File: config.mk
export PLATFORM = sky130hd
export DESIGN_NAME = pcxd_colour_pack
export DESIGN_NICKNAME = d
export VERILOG_FILES = /design/src/hdl/pcxd_pkg.sv /design/src/hdl/pcxd_colour_pack.sv
export SDC_FILE = /design/constraint.sdc
export NUM_CORES = 1
export LEC_CHECK = 0
export BUFFER_PORTS_ARGS = -buffer_cell sky130_fd_sc_hd__clkbuf_2
export CORE_ASPECT_RATIO = 1.5
export CORE_MARGIN = 5
export CORE_UTILIZATION = 40
export DETAILED_ROUTE_END_ITERATION = 6
export SLEW_MARGIN = 5
export SYNTH_ARGS = -nofsm -noshare
export SYNTH_HDL_FRONTEND = slang
export SYNTH_SLANG_ARGS = --single-unit
export TNS_END_PERCENT = 100
File: constraint.sdc
create_clock -name vclk -period 18.48
set_input_delay 3.696 -clock vclk [all_inputs]
set_output_delay 3.696 -clock vclk [all_outputs]
set_load 0.05 [all_outputs]
File: src/hdl/pcxd_pkg.sv
`timescale 1ns / 1ps
package pcxd_pkg;

    localparam int PAL_DEPTH        = 256;
    localparam int PAL_AW           = $clog2(PAL_DEPTH);
    localparam int PIXEL_COUNT_BITS = 25;
    localparam int RUN_BITS         = 6;
    localparam int CFG_IDX_BITS     = 3;
    localparam int CFG_DATA_BITS    = 25;
    localparam int IN_DATA_BITS     = 40;
    localparam int PIXEL_BITS       = 32;

    localparam logic [7:0]          RUN_MARK = 8'd192;
    localparam logic [7:0]          RUN_MASK = 8'h3F;

    typedef enum logic {
        REQ_PALETTE = 1'b0,
        REQ_DATA    = 1'b1
    } t_req;

    typedef enum logic [CFG_IDX_BITS-1:0] {
        CFG_TRUE_COLOR_MODE = 3'd0,
        CFG_RED_WIDTH       = 3'd1,
        CFG_GREEN_WIDTH     = 3'd2,
        CFG_BLUE_WIDTH      = 3'd3,
        CFG_RED_SHIFT       = 3'd4,
        CFG_GREEN_SHIFT     = 3'd5,
        CFG_BLUE_SHIFT      = 3'd6,
        CFG_IMAGE_PIXELS    = 3'd7
    } t_cfg_reg;

    // Input payload, first field in the highest bits.
    typedef struct packed {
        logic [7:0] data_byte;
        logic [7:0] pal_blue;
        logic [7:0] pal_green;
        logic [7:0] pal_red;
        logic [7:0] pal_index;
    } t_in_data;

    typedef struct packed {
        logic [7:0] red;
        logic [7:0] green;
        logic [7:0] blue;
    } t_pal_entry;

    typedef struct packed {
        logic       true_color;
        logic [3:0] red_width;
        logic [3:0] green_width;
        logic [3:0] blue_width;
        logic [4:0] red_shift;
        logic [4:0] green_shift;
        logic [4:0] blue_shift;
    } t_colour_cfg;

endpackage

File: src/hdl/pcxd_colour_pack.sv
`timescale 1ns / 1ps
module pcxd_colour_pack
    import pcxd_pkg::*;
(
    input  t_colour_cfg           i_cfg,
    input  logic [7:0]            i_index,
    input  t_pal_entry            i_entry,
    output logic [PIXEL_BITS-1:0] o_pixel
);

    // The channel is scaled to its width, then moved to its field; bits
    // pushed beyond the top of the word are lost, as in the final sum.
    function automatic logic [PIXEL_BITS-1:0] place(input logic [7:0] c,
                                                    input logic [3:0] width,
                                                    input logic [4:0] pos);
        logic [PIXEL_BITS-1:0] scaled;
        scaled = ({{(PIXEL_BITS-8){1'b0}}, c} << width) >> 8;
        return scaled << pos;
    endfunction

    logic [PIXEL_BITS-1:0] w_sum;

    assign w_sum = place(i_entry.red,   i_cfg.red_width,   i_cfg.red_shift)
                 + place(i_entry.green, i_cfg.green_width, i_cfg.green_shift)
                 + place(i_entry.blue,  i_cfg.blue_width,  i_cfg.blue_shift);

    always_comb begin
        priority if (!i_cfg.true_color) begin
            o_pixel = {{(PIXEL_BITS-8){1'b0}}, i_index};
        end else if (i_index == 8'd0) begin
            o_pixel = '0;
        end else begin
            o_pixel = w_sum;
        end
    end

endmodule

# After elaboration in Yosys (flattened, before gate mapping)
# Index checks and enable logic that the tools add are counted.
classes:
  add_sub_neg: 2
  shift: 6
  muxes: 2
  n_reduce_logical: 1
ops:
  columns: ["op", "n"]
  rows:
  - ["$shl A24 B5 Y32", 3]
  - ["$shl A8 B4 Y32", 3]
  - ["$add A32 B32 Y32", 2]
  - ["$mux W32", 2]
  - ["$logic_not A8 Y1", 1]
totals:
  reg_bits: 0
  input_bits: 60
  output_inout_bits: 32
  wordCells: 11

# Longest topological paths before layout
depth:
  ltp_word: 6
  ltp_mapped: 24
  depth_no_buf: 21

# Least setup slack after synthesis
# Ideal clock, no wire load.
synth_timing:
  path_kind: "in2out"
  start: "input port i_cfg[15] in the netlist's numbering"
  end: "output port o_pixel[31]"
  arrival_time_ns: 8.901
  required_ns: 14.784
  setup_slack_ns: 5.883
  cell_stages: 22
  cell_sequence: "clkbuf_1 -> buf_2 -> buf_2 -> mux4_2 -> nand2_1 -> o211ai_1 -> o211ai_1 -> mux2i_1 -> mux2_2 -> mux2_2 -> nand2_1 -> fa_1 -> inv_1 -> ha_1 -> a21o_1 -> a2111oi_0 -> o211ai_1 -> nand2_1 -> o2111ai_1 -> a311oi_1 -> xnor3_1 -> nor2_1"
synth_between:
  elab_chain_cells: 5
synth_rtl:
  columns: ["item", "line_no", "rtl"]
  rows:
  - ["start: declaration", "pcxd_colour_pack.sv:5", "input t_colour_cfg i_cfg,"]
  - ["$shl A8 B4 Y32", "pcxd_colour_pack.sv:17", "scaled = ({{(PIXEL_BITS-8){1'b0}}, c} << width) >> 8;"]
  - ["$shl A24 B5 Y32", "pcxd_colour_pack.sv:18", "return scaled << pos;"]
  - ["$add A32 B32 Y32", "pcxd_colour_pack.sv:25", "+ place(i_entry.blue, i_cfg.blue_width, i_cfg.blue_shift);"]
  - ["$mux W32", "pcxd_colour_pack.sv:30", "end else if (i_index == 8'd0) begin"]
  - ["$mux W32", "pcxd_colour_pack.sv:28", "priority if (!i_cfg.true_color) begin"]
  - ["end: declaration", "pcxd_colour_pack.sv:8", "output logic [PIXEL_BITS-1:0] o_pixel"]
# Every way passes these cells.

# Final worst setup path
layout_timing:
  start: "input port i_cfg[19] in the netlist's numbering"
  end: "output port o_pixel[31]"
layout_between:
  elab_chain_cells: 6
layout_rtl:
  columns: ["item", "line_no", "rtl"]
  rows:
  - ["$shl A8 B4 Y32", "pcxd_colour_pack.sv:17", null]
  - ["$shl A24 B5 Y32", "pcxd_colour_pack.sv:18", null]
  - ["$add A32 B32 Y32", "pcxd_colour_pack.sv:24", "+ place(i_entry.green, i_cfg.green_width, i_cfg.green_shift)"]
  - ["$add A32 B32 Y32", "pcxd_colour_pack.sv:25", null]
  - ["$mux W32", "pcxd_colour_pack.sv:30", null]
  - ["$mux W32", "pcxd_colour_pack.sv:28", null]
# Every way passes these cells.

==> summary.md <==
The most critical setup path has its startpoint at i_cfg[19]. The final RePlAce weighted congestion was 0.976; the post-synthesis net count was 1134. The total via count after detailed routing is 7676. Hold is met by 7830 ps. For the count of yosys warnings during synthesis, the log shows 0. The smallest clock period supported by the final layout is computed as 13420 ps. The first global-routing pass estimated 38400 µm of wire. The max-capacitance violation count is 0, and the starting density of the core is 40.9%. Summed over all nets, the switching power comes to 174 µW. The die is 119 µm wide.

For the pin with the worst max-slew slack, the measured transition is 1010 ps. After clock tree synthesis, the setup repair step added 0 buffers. By area the synthesized netlist is led by sky130_fd_sc_hd__mux2i_1, sky130_fd_sc_hd__fa_1, sky130_fd_sc_hd__nand2_1.

The share of total power dissipated in sequential elements is 0%. For the worst ir drop on vdd, the log shows 0.0258 mV. The number of port buffers was 92; the gate count after technology mapping was 1012. Class of the most critical hold timing path: in -> out.

The logs give 23600 µm for the routed wire length and 0 for the final count of negative-setup-slack endpoints. Total half-perimeter wirelength after legalization and detailed placement: 19900 µm. The largest total area in the synthesized netlist belongs to sky130_fd_sc_hd__mux2i_1.

The number of max-slew violations in the final report was 0. The run finished with clean final reports. The detailed router finished its first iteration with 553 violations.

Setup slack closes at 5060 ps. The share of the Yosys chip area taken by registers is 0%. Count of unique library cells instantiated by Yosys: 73. The tools report the final count of hold timing violations as 0. The die covers 20700 µm². The clock group share of total power was 0%; the layout sequential cell count was 0. The net count of the finished layout is 1159. Of the available clock period, the critical path in the final layout requires 72.6%. The run gives 0 as the initial antenna violation count.

Each instance of the synthesized netlist takes up on average 7.05 µm². The logs give 0 for the number of clock buffers in the layout and 22.0% for the global-route usage over all layers. STA classifies the critical path endpoint as an output pin. The synthesis-to-layout area growth was 6.26%; the critical path data arrival time was 9720 ps. Measured along the y axis, the die boundary spans 174 µm. The highest fanout seen on the critical path works out to 19. In this run the most critical hold path is launched from i_index[5]. After detailed routing, the number of vias per cell comes to 6.15. For this design the ratio of total power to cell area is 35.5 nW/µm².

The critical path in this run is classified as in -> out. For the number of hold-repair buffers added at the cts stage, the log shows 0. The core region is 17400 µm². The first-pass iteration count of the detailed router is 5, and the final routed DRC violation total is 0. Entering global routing, the biggest net connects 36 pins. Net switching is 64.7% of the power. The critical path launch point type was an input pin. The standard-cell row count came out at 59. The logs give 0 for the number of inserted diodes and 0 for the total grt overflow. Combinational logic burns 100.0% of the power. In this run the count of I/O pins placed on the die edge is 92.

The worst pin sits at a relative slew slack of 32.7%. The average wire per cell in the routed design was 18.9 µm. OpenSTA, run right after detailed placement, puts the worst setup slack at 5210 ps.

In this run the static leakage power is 3.41 nW. Setup repair after global routing left no endpoint under its margin. In this run the remaining antenna-violating nets after routing total 0. Once the clock tree was built, the resizer swapped 0 gates to a different size.

The internal portion of the total power is 94.8 µW. The flip-flop and latch area was 0 µm². Static timing analysis puts the maximum clock frequency at 74.5 MHz. The cell area after synthesis is 7130 µm².

After routing, the total negative slack on setup checks comes to 0 ps. The number of global-route vias before repair was 7336. STA puts the critical path data required time at 14780 ps. The post-route netlist has 15.7% of its cells at a drive strength greater than 1.

The final core utilization was 43.5%; the portion of synthesized cell area occupied by the leading cell type was 9.40%.
==> worst paths after layout <==
check / to / slack [ps] / depth (start not counted)
setup / recovery: o_pixel[31] / 5060 / 20
hold / removal: o_pixel[5] / 7830 / 4
==> routing by layer <==
layer | part of all wire, % | vias up | routed length (µm) | global-route usage (%)
met5 | 0 | - | 0 | 0
met3 | 5.2 | 49 | 1230 | 1.99
met4 | 3.9 | 0 | 924 | 6.48
li1 | - | 3771 | - | -
met1 | 40 | 3600 | 9460 | 26.1
met2 | 51 | 256 | 12000 | 41.2
==> cells in the final DEF, fill, tap and decap left out, drive strengths merged, types with 9 or more instances in the layout <==
| cell | count |
|---|---|
| xnor2 | 17 |
| a21o | 17 |
| nor2b | 10 |
| mux2i | 67 |
| xor2 | 9 |
| nand3 | 16 |
| nand2b | 22 |
| ha | 30 |
| clkbuf | 92 |
| fa | 32 |
| a22oi | 22 |
| a31oi | 10 |
| o22ai | 27 |
| a21oi | 47 |
| o211ai | 15 |
| o21ai | 58 |
| mux4 | 19 |
| inv | 73 |
| mux2 | 38 |
| nor3 | 21 |
| nand2 | 133 |
| nor2 | 83 |
| and2 | 10 |
| a22o | 19 |
==> through the flow <==
| step | cells | area [µm²] | power (mW) |
|---|---|---|---|
| 2_1_floorplan | 1012 | 7130 | 0.203 |
| 3_3_place_gp | 1248 | 7580 | 0.267 |
| 3_5_place_dp | 1248 | 7580 | 0.267 |
| 4_1_cts | 1248 | 7580 | 0.268 |
| 5_1_grt | 1248 | 7580 | 0.294 |
| 6_report | 1248 | 7580 | 0.269 |
==> worst max-delay path, stage by stage <==
cell                        delay (ps)
sky130_fd_sc_hd__clkbuf_2          360
sky130_fd_sc_hd__mux2i_1           230
sky130_fd_sc_hd__o311ai_0          720
sky130_fd_sc_hd__a22oi_1           250
sky130_fd_sc_hd__mux2i_1           240
sky130_fd_sc_hd__mux2i_1           140
sky130_fd_sc_hd__o32ai_1           280
sky130_fd_sc_hd__mux2i_1           180
sky130_fd_sc_hd__or2_2             330
sky130_fd_sc_hd__fa_1              530
sky130_fd_sc_hd__inv_1              40
sky130_fd_sc_hd__ha_1              360
sky130_fd_sc_hd__a2111oi_0         450
sky130_fd_sc_hd__o211ai_1          240
sky130_fd_sc_hd__nand2_1           100
sky130_fd_sc_hd__o2111ai_1         230
sky130_fd_sc_hd__a311oi_1          470
sky130_fd_sc_hd__xnor3_1           410
sky130_fd_sc_hd__nor2_1            120
sky130_fd_sc_hd__clkbuf_2          310
==> synth_stat cells, types with 8 or more instances <==
master	n
sky130_fd_sc_hd__nor3_1	21
sky130_fd_sc_hd__fa_1	32
sky130_fd_sc_hd__xnor2_1	17
sky130_fd_sc_hd__mux2i_1	67
sky130_fd_sc_hd__o211ai_1	15
sky130_fd_sc_hd__mux2_2	38
sky130_fd_sc_hd__o22ai_1	27
sky130_fd_sc_hd__o21ai_0	58
sky130_fd_sc_hd__xor2_1	9
sky130_fd_sc_hd__a22oi_1	22
sky130_fd_sc_hd__or2_2	8
sky130_fd_sc_hd__clkbuf_1	54
sky130_fd_sc_hd__a22o_1	19
sky130_fd_sc_hd__nand2_1	133
sky130_fd_sc_hd__nor3b_1	8
sky130_fd_sc_hd__nand2b_1	22
sky130_fd_sc_hd__and2_1	9
sky130_fd_sc_hd__a21o_1	17
sky130_fd_sc_hd__nor2_1	83
sky130_fd_sc_hd__a31oi_1	10
sky130_fd_sc_hd__nand3_1	16
sky130_fd_sc_hd__a21oi_1	47
sky130_fd_sc_hd__mux4_2	17
sky130_fd_sc_hd__ha_1	30
sky130_fd_sc_hd__nor2b_1	10
sky130_fd_sc_hd__inv_1	71
sky130_fd_sc_hd__buf_2	8
==> cell type report <==
class	instances	area [µm²]
Timing Repair Buffer	92	460
Multi-Input combinational cell	867	6570
Inverter	76	285
Tap cell	213	267
Fill cell	1898	9840
==> power by group through the flow <==
| stage | clock, mW | sequential [mW] | combinational (mW) |
|---|---|---|---|
| final | 0 | 0 | 0.269 |
| after floorplan | 0 | 0 | 0.203 |
| after global placement | 0 | 0 | 0.267 |
| after CTS | 0 | 0 | 0.268 |
| after detailed placement | 0 | 0 | 0.267 |
| after global routing | 0 | 0 | 0.294 |
==> logic make-up (layout without fill, tap and decap cells) <==
family                   Yosys count  count (layout)  synth area share [%]
adder cells (fa/ha/maj)           62              62                  14.2
buffers and inverters            145             168                  7.93
XOR/XNOR                          28              28                  3.82
AO/OA/AOI/OAI                    297             297                  28.4
multiplexers                     124             124                  21.5
AND/OR/NAND/NOR                  356             356                  24.1
(Power assumes the default switching activity.)
